--- src/hdl/yuvrgb_pkg.sv ---
package yuvrgb_pkg;

   localparam int unsigned BYTE_W     = 8;
   localparam int unsigned CSR_ADDR_W = 2;
   localparam int unsigned CSR_DATA_W = 1;
   localparam int unsigned REQ_DATA_W = 8 * BYTE_W;
   localparam int unsigned RSP_DATA_W = 4 * BYTE_W;

   // register indexes
   localparam logic [CSR_ADDR_W-1:0] CSR_DIFFERENTIAL_MODE = 2'd0;
   localparam logic [CSR_ADDR_W-1:0] CSR_COLOUR_CONVERT    = 2'd1;
   localparam logic [CSR_ADDR_W-1:0] CSR_ALPHA_PRESENT     = 2'd2;

   typedef struct packed {
      logic differential_mode;
      logic colour_convert;
      logic alpha_present;
   } cfg_type;

   typedef struct packed {
      logic        [BYTE_W-1:0] luma;
      logic signed [BYTE_W-1:0] chroma_u;
      logic signed [BYTE_W-1:0] chroma_v;
      logic        [BYTE_W-1:0] alpha_in;
      logic        [BYTE_W-1:0] prev_blue;
      logic        [BYTE_W-1:0] prev_green;
      logic        [BYTE_W-1:0] prev_red;
      logic        [BYTE_W-1:0] prev_alpha;
   } pix_in_type;

   typedef struct packed {
      logic [BYTE_W-1:0] blue;
      logic [BYTE_W-1:0] green;
      logic [BYTE_W-1:0] red;
      logic [BYTE_W-1:0] alpha;
   } pix_out_type;

endpackage

--- src/hdl/yuvrgb_csr.sv ---
module yuvrgb_csr import yuvrgb_pkg::*; (
   input  logic                  clock,
   input  logic                  reset,
   input  logic                  csr_we,
   input  logic [CSR_ADDR_W-1:0] csr_addr,
   input  logic [CSR_DATA_W-1:0] csr_wdata,
   output cfg_type               cfg
);

   cfg_type cfg_ff;
   cfg_type cfg_in;

   always_comb begin
      cfg_in = cfg_ff;
      if (csr_we) begin
         unique case (csr_addr)
            CSR_DIFFERENTIAL_MODE: cfg_in.differential_mode = csr_wdata[0];
            CSR_COLOUR_CONVERT:    cfg_in.colour_convert    = csr_wdata[0];
            CSR_ALPHA_PRESENT:     cfg_in.alpha_present     = csr_wdata[0];
            default:               cfg_in = cfg_ff;
         endcase
      end
   end

   always_ff @(posedge clock) begin
      if (reset) begin
         cfg_ff.differential_mode <= 1'b0;
         cfg_ff.colour_convert    <= 1'b1;
         cfg_ff.alpha_present     <= 1'b0;
      end else begin
         cfg_ff <= cfg_in;
      end
   end

   assign cfg = cfg_ff;

endmodule

--- src/hdl/yuvrgb_convert.sv ---
module yuvrgb_convert import yuvrgb_pkg::*; (
   input  cfg_type     cfg,
   input  pix_in_type  pix_in,
   output pix_out_type pix_out
);

   // clamp a signed 12-bit sum to 0..255
   function automatic logic [BYTE_W-1:0] clamp12(input logic signed [11:0] x);
      logic [BYTE_W-1:0] r;
      if (x[11]) begin
         r = '0;
      end else if (x[10:8] != 3'd0) begin
         r = '1;
      end else begin
         r = x[7:0];
      end
      return r;
   endfunction

   // clamp(prev + 2 * delta)
   function automatic logic [BYTE_W-1:0] restore(input logic [BYTE_W-1:0] prev,
                                                 input logic [BYTE_W-1:0] delta);
      logic signed [11:0] sum;
      sum = signed'({4'b0, prev}) + signed'({{3{delta[7]}}, delta, 1'b0});
      return clamp12(sum);
   endfunction

   logic signed [11:0] u_x, v_x;
   logic signed [11:0] t_b, t_g, t_r;
   logic signed [11:0] base_x;
   logic        [BYTE_W-1:0] base;
   logic        [BYTE_W-1:0] c_b, c_g, c_r;
   logic        [BYTE_W-1:0] d_b, d_g, d_r;

   assign u_x = {{4{pix_in.chroma_u[7]}}, pix_in.chroma_u};
   assign v_x = {{4{pix_in.chroma_v[7]}}, pix_in.chroma_v};

   assign t_b = (u_x * 12'sd7) >>> 2;
   assign t_g = (u_x * 12'sd3 + v_x * 12'sd6) >>> 3;
   assign t_r = (v_x * 12'sd3) >>> 1;

   // signed luma plus 128 is the byte with its top bit flipped
   assign base   = cfg.differential_mode ? {~pix_in.luma[7], pix_in.luma[6:0]}
                                         : pix_in.luma;
   assign base_x = signed'({4'b0, base});

   assign c_b = clamp12(base_x + t_b);
   assign c_g = clamp12(base_x - t_g);
   assign c_r = clamp12(base_x + t_r);

   // deltas: clamped byte minus 128, or raw samples
   assign d_b = cfg.colour_convert ? {~c_b[7], c_b[6:0]} : pix_in.luma;
   assign d_g = cfg.colour_convert ? {~c_g[7], c_g[6:0]} : pix_in.chroma_u;
   assign d_r = cfg.colour_convert ? {~c_r[7], c_r[6:0]} : pix_in.chroma_v;

   always_comb begin
      if (cfg.differential_mode) begin
         pix_out.blue  = restore(pix_in.prev_blue,  d_b);
         pix_out.green = restore(pix_in.prev_green, d_g);
         pix_out.red   = restore(pix_in.prev_red,   d_r);
         pix_out.alpha = cfg.alpha_present ? restore(pix_in.prev_alpha, pix_in.alpha_in)
                                           : pix_in.prev_alpha;
      end else begin
         pix_out.blue  = cfg.colour_convert ? c_b : pix_in.luma;
         pix_out.green = cfg.colour_convert ? c_g : pix_in.chroma_u;
         pix_out.red   = cfg.colour_convert ? c_r : pix_in.chroma_v;
         pix_out.alpha = cfg.alpha_present ? pix_in.alpha_in : pix_in.prev_alpha;
      end
   end

endmodule

--- src/hdl/yuv_to_rgb_delta_pixel.sv ---
// a req beat goes through the input register, then the result register, to the rsp port
// one pixel per cycle while rsp_tready is high, via the single conversion pass between registers
// rsp_tready low stalls the result register; req_tready drops only when both stages are full
// reset: synchronous, active high; clears both stage valids and loads the config defaults
// (differential_mode 0, colour_convert 1, alpha_present 0)
module yuv_to_rgb_delta_pixel import yuvrgb_pkg::*; (
   input  logic                  clock,
   input  logic                  reset,
   // input pixel stream
   input  logic                  req_tvalid,
   output logic                  req_tready,
   // luma, chroma_u, chroma_v, alpha_in, prev_blue, prev_green, prev_red, prev_alpha
   input  logic [REQ_DATA_W-1:0] req_tdata,
   // result pixel stream
   output logic                  rsp_tvalid,
   input  logic                  rsp_tready,
   // blue, green, red, alpha
   output logic [RSP_DATA_W-1:0] rsp_tdata,
   // config write port
   input  logic                  csr_we,
   input  logic [CSR_ADDR_W-1:0] csr_addr,
   input  logic [CSR_DATA_W-1:0] csr_wdata
);

   cfg_type     cfg;
   pix_in_type  pix_in_ff;
   pix_in_type  pix_in_in;
   logic        in_valid_ff;
   logic        in_valid_in;
   pix_out_type pix_out;
   pix_out_type rsp_ff;
   logic        rsp_valid_ff;
   logic        rsp_valid_in;
   logic        rsp_load;
   logic        req_beat;

   yuvrgb_csr u_csr (
      .clock     (clock),
      .reset     (reset),
      .csr_we    (csr_we),
      .csr_addr  (csr_addr),
      .csr_wdata (csr_wdata),
      .cfg       (cfg)
   );

   // unpack the request beat, luma in the lowest byte
   always_comb begin
      pix_in_in.luma       = req_tdata[7:0];
      pix_in_in.chroma_u   = req_tdata[15:8];
      pix_in_in.chroma_v   = req_tdata[23:16];
      pix_in_in.alpha_in   = req_tdata[31:24];
      pix_in_in.prev_blue  = req_tdata[39:32];
      pix_in_in.prev_green = req_tdata[47:40];
      pix_in_in.prev_red   = req_tdata[55:48];
      pix_in_in.prev_alpha = req_tdata[63:56];
   end

   // result register can take a new pixel when empty or being drained
   assign rsp_load    = !rsp_valid_ff || rsp_tready;
   // input register frees when its pixel moves on
   assign req_tready  = !in_valid_ff || rsp_load;
   assign req_beat    = req_tvalid && req_tready;

   assign in_valid_in  = req_beat ? 1'b1 : (rsp_load ? 1'b0 : in_valid_ff);
   assign rsp_valid_in = rsp_load ? in_valid_ff : rsp_valid_ff;

   yuvrgb_convert u_convert (
      .cfg     (cfg),
      .pix_in  (pix_in_ff),
      .pix_out (pix_out)
   );

   // control state
   always_ff @(posedge clock) begin
      if (reset) begin
         in_valid_ff  <= 1'b0;
         rsp_valid_ff <= 1'b0;
      end else begin
         in_valid_ff  <= in_valid_in;
         rsp_valid_ff <= rsp_valid_in;
      end
   end

   // payload, no reset needed
   always_ff @(posedge clock) begin
      if (req_beat) begin
         pix_in_ff <= pix_in_in;
      end
      if (rsp_load && in_valid_ff) begin
         rsp_ff <= pix_out;
      end
   end

   assign rsp_tvalid = rsp_valid_ff;
   assign rsp_tdata  = {rsp_ff.alpha, rsp_ff.red, rsp_ff.green, rsp_ff.blue};

endmodule

--- config.mk ---
export PLATFORM = sky130hd
export DESIGN_NAME = yuv_to_rgb_delta_pixel
export DESIGN_NICKNAME = d
export VERILOG_FILES = /design/src/hdl/yuvrgb_pkg.sv /design/src/hdl/yuvrgb_csr.sv /design/src/hdl/yuvrgb_convert.sv /design/src/hdl/yuv_to_rgb_delta_pixel.sv
export SDC_FILE = /design/constraint.sdc
export NUM_CORES = 1
export LEC_CHECK = 0
export BUFFER_PORTS_ARGS = -buffer_cell sky130_fd_sc_hd__buf_2
export CAP_MARGIN = 20
export CELL_PAD_IN_SITES_DETAIL_PLACEMENT = 1
export CELL_PAD_IN_SITES_GLOBAL_PLACEMENT = 2
export CORE_UTILIZATION = 38
export CTS_BUF_LIST = sky130_fd_sc_hd__clkbuf_16
export CTS_CLUSTER_DIAMETER = 60
export DETAILED_ROUTE_END_ITERATION = 10
export GPL_ROUTABILITY_DRIVEN = 0
export PLACE_DENSITY_LB_ADDON = 0.2
export SLEW_MARGIN = 0
export SYNTH_ARGS = -nofsm -noshare
export SYNTH_HDL_FRONTEND = slang
export SYNTH_SLANG_ARGS = --single-unit
--- constraint.sdc ---
create_clock -name clock -period 10.9 [get_ports clock]
set_clock_uncertainty 0.15 [all_clocks]
set_input_delay 0.545 -clock clock [delete_from_list [all_inputs] [get_ports clock]]
set_output_delay 0.545 -clock clock [all_outputs]
set_load 0.005 [all_outputs]
==> results of run 1 <==
-- cells in the final DEF, fill, tap and decap left out, types with 4 or more instances in the layout --
cell,instances
o221a_2,6
o31a_1,4
a221o_1,6
o21a_1,17
a21oi_1,41
a21o_1,14
nand2_1,16
o2bb2ai_1,11
edfxtp_1,96
clkbuf_16,9
nand2b_1,15
nand3b_1,4
buf_2,105
inv_1,74
fa_1,21
nand3_1,12
o21bai_1,7
xnor2_1,39
nor2b_1,18
a311oi_1,10
o211ai_1,11
nor4_1,5
mux2i_1,7
o21ai_0,29
dfxtp_1,5
nor3_1,8
a31oi_1,10
ha_1,94
buf_4,5
xor2_1,19
nor2_1,69
o41a_1,4
a211oi_1,8
-- stage by stage --
step                      total power [mW]  setup WS, ps  utilization [%]
after global routing                 2.566          1290            44.80
final                                2.376          2062            44.80
after floorplan                      1.676          3212                -
after detailed placement             2.046          2140            43.42
after global placement               1.972          2557            43.42
after CTS                            2.386          2073            44.80
-- report_power, final --
group	internal (mW)	total [mW]	switching (mW)
Clock	0.159	0.319	0.161
Sequential	0.494	0.515	0.0207
Combinational	0.656	1.54	0.887
Total	1.31	2.38	1.07
-- final cells by class --
class                           instances  area, sq um
Clock buffer                            9        225.2
Clock inverter                          7        58.81
Fill cell                            2339        11310
Inverter                               76        285.3
Multi-Input combinational cell        577         4730
Sequential cell                       101         2983
Tap cell                              270        337.8
Timing Repair Buffer                  110        563.0
-- worst min-delay path by stage --
stage / from / endpoint / slack (ps)
6_report: req_tdata[24] / pix_in_ff[32]$_DFFE_PP_ / 200
4_1_cts: req_tdata[62] / pix_in_ff[6]$_DFFE_PP_ / 190
2_1_floorplan: in_valid_ff$_SDFFE_PP0P_ / rsp_tvalid$_SDFFE_PP0P_ / 330
3_5_place_dp: in_valid_ff$_SDFFE_PP0P_ / rsp_tvalid$_SDFFE_PP0P_ / 380
3_3_place_gp: in_valid_ff$_SDFFE_PP0P_ / rsp_tvalid$_SDFFE_PP0P_ / 340
5_1_grt: req_tdata[62] / pix_in_ff[6]$_DFFE_PP_ / 190
-- registers in the layout, summed over array words and instances, names as in the netlist --
name,flops
in_valid_ff,1
pix_in_ff,64
rsp_tdata,32
rsp_tvalid,1
u_csr.cfg,3
-- logic make-up (layout without fill, tap and decap cells) --
kind of cell | Yosys count | after routing | share of synthesized area (%)
AOI/OAI and AO/OA | 218 | 218 | 19.85
xor gates and xnor gates | 58 | 58 | 6.296
adders and majority gates | 115 | 115 | 19.79
buffers and inverters | 90 | 202 | 4.466
DFF | 101 | 101 | 36.97
muxes | 9 | 9 | 1.194
and+or+nand+nor | 177 | 177 | 11.44
-- metal layers --
layer | global-route usage, % | vias up | share of wire [%]
met4 | 6.289 | 0 | 1.9
met2 | 35.26 | 123 | 48
met5 | 0 | - | 0
met1 | 27.22 | 3088 | 47
li1 | - | 3086 | -
met3 | 2.654 | 35 | 3.3
==> flow_summary.json, run 1 <==
{
  "overflow": 0,
  "syn_to_final_growth_pct": 13.80,
  "max_stage_delay_ps": 540,
  "dr.pass1.iters": 4,
  "timing_max_transition_violations_final": 0,
  "yosys.area.top_type_share_pct": 35.73,
  "cp.required_ps": 10900,
  "clock_sinks": 101,
  "clockBufferDepth": 2,
  "hp-class": "input pin to flop",
  "synthFlopType": "edfxtp_1",
  "crit_path_end_kind": "flop",
  "clk_latency_ps": 360,
  "synthTopCellsByArea": "edfxtp_1, ha_1, fa_1, xnor2_1, inv_1",
  "fin_tns_setup_ps": 0,
  "cp-startpoint": "pix_in_ff[42]$_DFFE_PP_",
  "min_delay_path_depth": 1,
  "worst_pin_slew_ps": 974.4,
  "syn_area_per_cell_sq_um": 10.51,
  "core_area_sq_um": 20490,
  "dieArea_sq_um": 21820,
  "path_buf_inv": 3,
  "nets": 1062,
  "fmax_mhz": 113.1,
  "drive_above_1_share_pct": 16.82,
  "synth_seq_cells": 101,
  "slowest_stage": "a2111oi_0",
  "layout_min_cycle_time_ps": 8838,
  "critPathLaunchType": "flop",
  "ctsResizeCount": 0,
  "p_per_area_nw_per_um2": 258.8,
  "htreeDepth": 3,
  "finalSetupViolations": 0,
  "synth_most_common_cell": "edfxtp_1",
  "reg2reg_from": "pix_in_ff[42]$_DFFE_PP_",
  "critical_path.endpoint": "rsp_tdata[13]$_DFFE_PP_",
  "antenna_cells": 0,
  "ant_nets": 0,
  "r2r_slack_ps": 2060,
  "cts_root_buf": "clkbuf_16",
  "relSlewSlack_pct": 34.01,
  "design_area_sq_um": 9183,
  "ys_async_sr_fraction_pct": 0,
  "dp.final_hpwl_um": 17250,
  "grt_max_degree": 65,
  "dpl.cell_count": 1134,
  "seq_area_frac_synth_pct": 36.97,
  "cp.depth": 33,
  "crit_arrival_ps": 8840,
  "wire_per_inst_um": 19.08,
  "cts_setup_buffers": 0,
  "netlist-cell-type-count": 81,
  "min_period_over_period_pct": 81.08,
  "wl_um": 21950,
  "rsz0062_at_grt": "no",
  "leakage_nw": 3.851,
  "grt.total_usage_pct": 20.66,
  "rr_worst_depth": 33,
  "drc_errors": 0,
  "dr_total_vias": 6332,
  "viasPerCell": 5.506,
  "critPathMaxFanout": 7,
  "path_delay_family": "compound AO/OA/AOI/OAI gates",
  "die_y_um": 147.7,
  "rows": 52,
  "worst_hold_slack_ps": 204.2,
  "rr_endpoint": "rsp_tdata[13]$_DFFE_PP_",
  "synth_fp_nets": 955,
  "cts-buffers-inserted": 9,
  "finalHoldViolCount": 0,
  "yosysTopAreaCell": "edfxtp_1",
  "port_buffers": 105,
  "synth_cells": 768,
  "yosys-top-cells-count": "edfxtp_1, ha_1, inv_1",
  "tritoncts": "done",
  "ir_worst_vdd_mv": 0.1296,
  "grt_pass1_wl_um": 35140,
  "start_util_pct": 39.37,
  "crit_path_frequent_cell": "ha_1",
  "max_cap_violations": 0,
  "worstSetupPathType": "flop to flop",
  "clkTransAtPathRegs_ps": 80,
  "dieWidth_um": 147.7,
  "io_pins": 106,
  "grt_pass1_vias": 6757,
  "antenna_found_initial": 0,
  "dpl-instance-area_sq_um": 8899,
  "layoutNonFillerInstCount": 1150,
  "yosys_warnings": 0,
  "synth_edf_count": 96,
  "drtIter0Drc": 267,
  "postCtsHoldBufs": 0,
  "outcome": "finished clean",
  "netlist_area_sq_um": 8069
}
Note: power is estimated with default switching activity, not from simulation.
==> run 2: changes to the inputs <==
- clock period: 10.9 -> 8.6 ns (I/O delays scaled with it)
==> run 2 against run 1 <==
Against the previous run:
- utilization grew 0.43 points
- cell count grew 0.35%
- cell area grew 0.95%
- die area is the same
- clock power grew 25%
- first-iteration DRC count shrank 16%
- sequential power grew 27%
- setup slack lost 1700 ps
- fmax grew 6.7%
- flip-flop and latch count is the same
- count of clock-buffer cells in the layout is the same
- critical path type unchanged
==> flow_summary.json, run 2 (same netlist as run 1, synthesis figures left out) <==
{
  "start_util_pct": 39.37,
  "antenna_found_initial": 0,
  "overflow": 0,
  "nets": 1066,
  "dp.final_hpwl_um": 17690,
  "cp.required_ps": 8620,
  "p_per_area_nw_per_um2": 334.7,
  "cp-startpoint": "pix_in_ff[42]$_DFFE_PP_",
  "drc_errors": 0,
  "clkPwrFrac_pct": 12.8,
  "fmax_mhz": 120.7,
  "leakage_nw": 3.880,
  "design_area_sq_um": 9270,
  "largest_register_ffs": 64,
  "grt_max_degree": 65,
  "htreeDepth": 3,
  "multi_input_area_sq_um": 4796,
  "pre_cts_ws_ps": 48.90,
  "io_pins": 106,
  "worst_hold_slack_ps": 83.49,
  "critPathLaunchType": "flop",
  "max_stage_delay_ps": 480,
  "slowest_stage": "fa_1",
  "hp-class": "input pin to flop",
  "dpl-instance-area_sq_um": 8914,
  "ir_worst_vdd_mv": 0.1513,
  "mostFrequentLayoutCell": "buf_2",
  "worstSetupPathType": "flop to flop",
  "worst_slack_ps": 318.1,
  "p_comb_share_pct": 66.1,
  "die_y_um": 147.7,
  "viasPerCell": 5.551,
  "rows": 52,
  "syn_to_final_growth_pct": 14.89,
  "dieArea_sq_um": 21820,
  "antenna_cells": 0,
  "rr_worst_depth": 33,
  "postCtsHoldBufs": 0,
  "dr_total_vias": 6406,
  "p_int_mw": 1.704,
  "rr_endpoint": "rsp_tdata[12]$_DFFE_PP_",
  "min_period_over_period_pct": 96.30,
  "final_cell_mix": "buf_2, edfxtp_1, ha_1, inv_1, nor2_1",
  "crit_path_end_kind": "flop",
  "grt.total_usage_pct": 21.04,
  "wl_um": 22500,
  "switching_share_pct": 45.10,
  "p_total_mw": 3.103,
  "critical_path.endpoint": "rsp_tdata[12]$_DFFE_PP_",
  "clkTransAtPathRegs_ps": 80,
  "outcome": "finished clean",
  "critPathMaxFanout": 7,
  "dr.pass1.iters": 4,
  "dieWidth_um": 147.7,
  "finalHoldViolCount": 0,
  "regArea_sq_um": 2983,
  "reg2reg_from": "pix_in_ff[42]$_DFFE_PP_",
  "cts_root_buf": "clkbuf_16",
  "crit_arrival_ps": 8300,
  "fill_cells": 2321,
  "drive_above_1_share_pct": 18.21,
  "clock_sinks": 101,
  "max_cap_violations": 0,
  "pwr-share-seq_pct": 21.1,
  "clk_latency_ps": 360,
  "layout_min_cycle_time_ps": 8282,
  "grt_pass1_vias": 6906,
  "relSlewSlack_pct": 28.37,
  "timing_max_transition_violations_final": 0,
  "cts-buffers-inserted": 9,
  "crit_path_frequent_cell": "ha_1",
  "r2r_slack_ps": 320,
  "finalSetupViolations": 0,
  "wire_per_inst_um": 19.50,
  "drtIter0Drc": 224,
  "port_buffers": 105,
  "regMostFlops": "pix_in_ff",
  "grt_pass1_wl_um": 35670,
  "ant_nets": 0,
  "clockBufferDepth": 2,
  "tritoncts": "done",
  "worst_pin_slew_ps": 1058,
  "core_area_sq_um": 20490,
  "p_switching_mw": 1.400
}
## run 2: cell types whose count changed in the layout (fill, tap and decap cells not counted), sizes merged
cell and change:
buf +4, clkinv +1, clkinvlp -1
## run 2: worst min path at each step
stage,end,from,cells after the start,slack (ps)
2_1_floorplan,rsp_tvalid$_SDFFE_PP0P_,in_valid_ff$_SDFFE_PP0P_,2,330
6_report,pix_in_ff[60]$_DFFE_PP_,req_tdata[4],1,80
4_1_cts,pix_in_ff[51]$_DFFE_PP_,req_tdata[11],1,70
3_5_place_dp,rsp_tvalid$_SDFFE_PP0P_,in_valid_ff$_SDFFE_PP0P_,2,370
5_1_grt,pix_in_ff[51]$_DFFE_PP_,req_tdata[11],1,70
3_3_place_gp,rsp_tvalid$_SDFFE_PP0P_,in_valid_ff$_SDFFE_PP0P_,2,340
## run 2: metal layers
metal  up-vias  wire [um]  share of wire, %  GRT usage [%]
met2       132      10920                49          36.32
met3        34        923               4.1          3.179
met5         -          0                 0              0
met4         0        565               2.5          7.474
met1      3140      10100                45          26.66
li1       3100          -                 -              -
## run 2: power by group through the flow
stage / Sequential [mW] / Combinational [mW] / Clock (mW)
floorplan: 0.660 / 1.46 / 0
global placement: 0.663 / 1.84 / 0
detailed placement: 0.665 / 1.95 / 0
CTS: 0.655 / 1.96 / 0.412
global route: 0.659 / 2.27 / 0.424
finish: 0.653 / 2.05 / 0.398
## run 2: cell type report
type                            count  area share (%)
Multi-Input combinational cell    577           51.73
Tap cell                          270           3.644
Inverter                           76           3.077
Clock buffer                        9           2.429
Timing Repair Buffer              114           6.398
Clock inverter                      7          0.5399
Sequential cell                   101           32.18
## run 2: worst max-delay path, delay by kind of cell (launching register included)
kind / cells / cell delay, ps
compound gates: 14 / 3150
fa+ha+maj: 6 / 2090
simple gates: 6 / 1270
mux: 2 / 430
flops: 1 / 430
xor+xnor: 2 / 390
buf+inv: 3 / 200
## run 2: timing repair
action                                 CTS  global route
buffers inserted                         0             2
resized for setup                        0            13
setup endpoints to repair                0             8
endpoints found under the hold margin    0             0
## run 2: through the flow
| stage | util (%) | setup TNS, ps | std cells |
|---|---|---|---|
| after global routing | 45.23 | -297.0 | 1154 |
| after floorplan | - | 0 | 768 |
| after CTS | 44.84 | 0 | 1152 |
| after global placement | 43.49 | 0 | 1136 |
| final | 45.23 | 0 | 1154 |
| after detailed placement | 43.49 | 0 | 1136 |
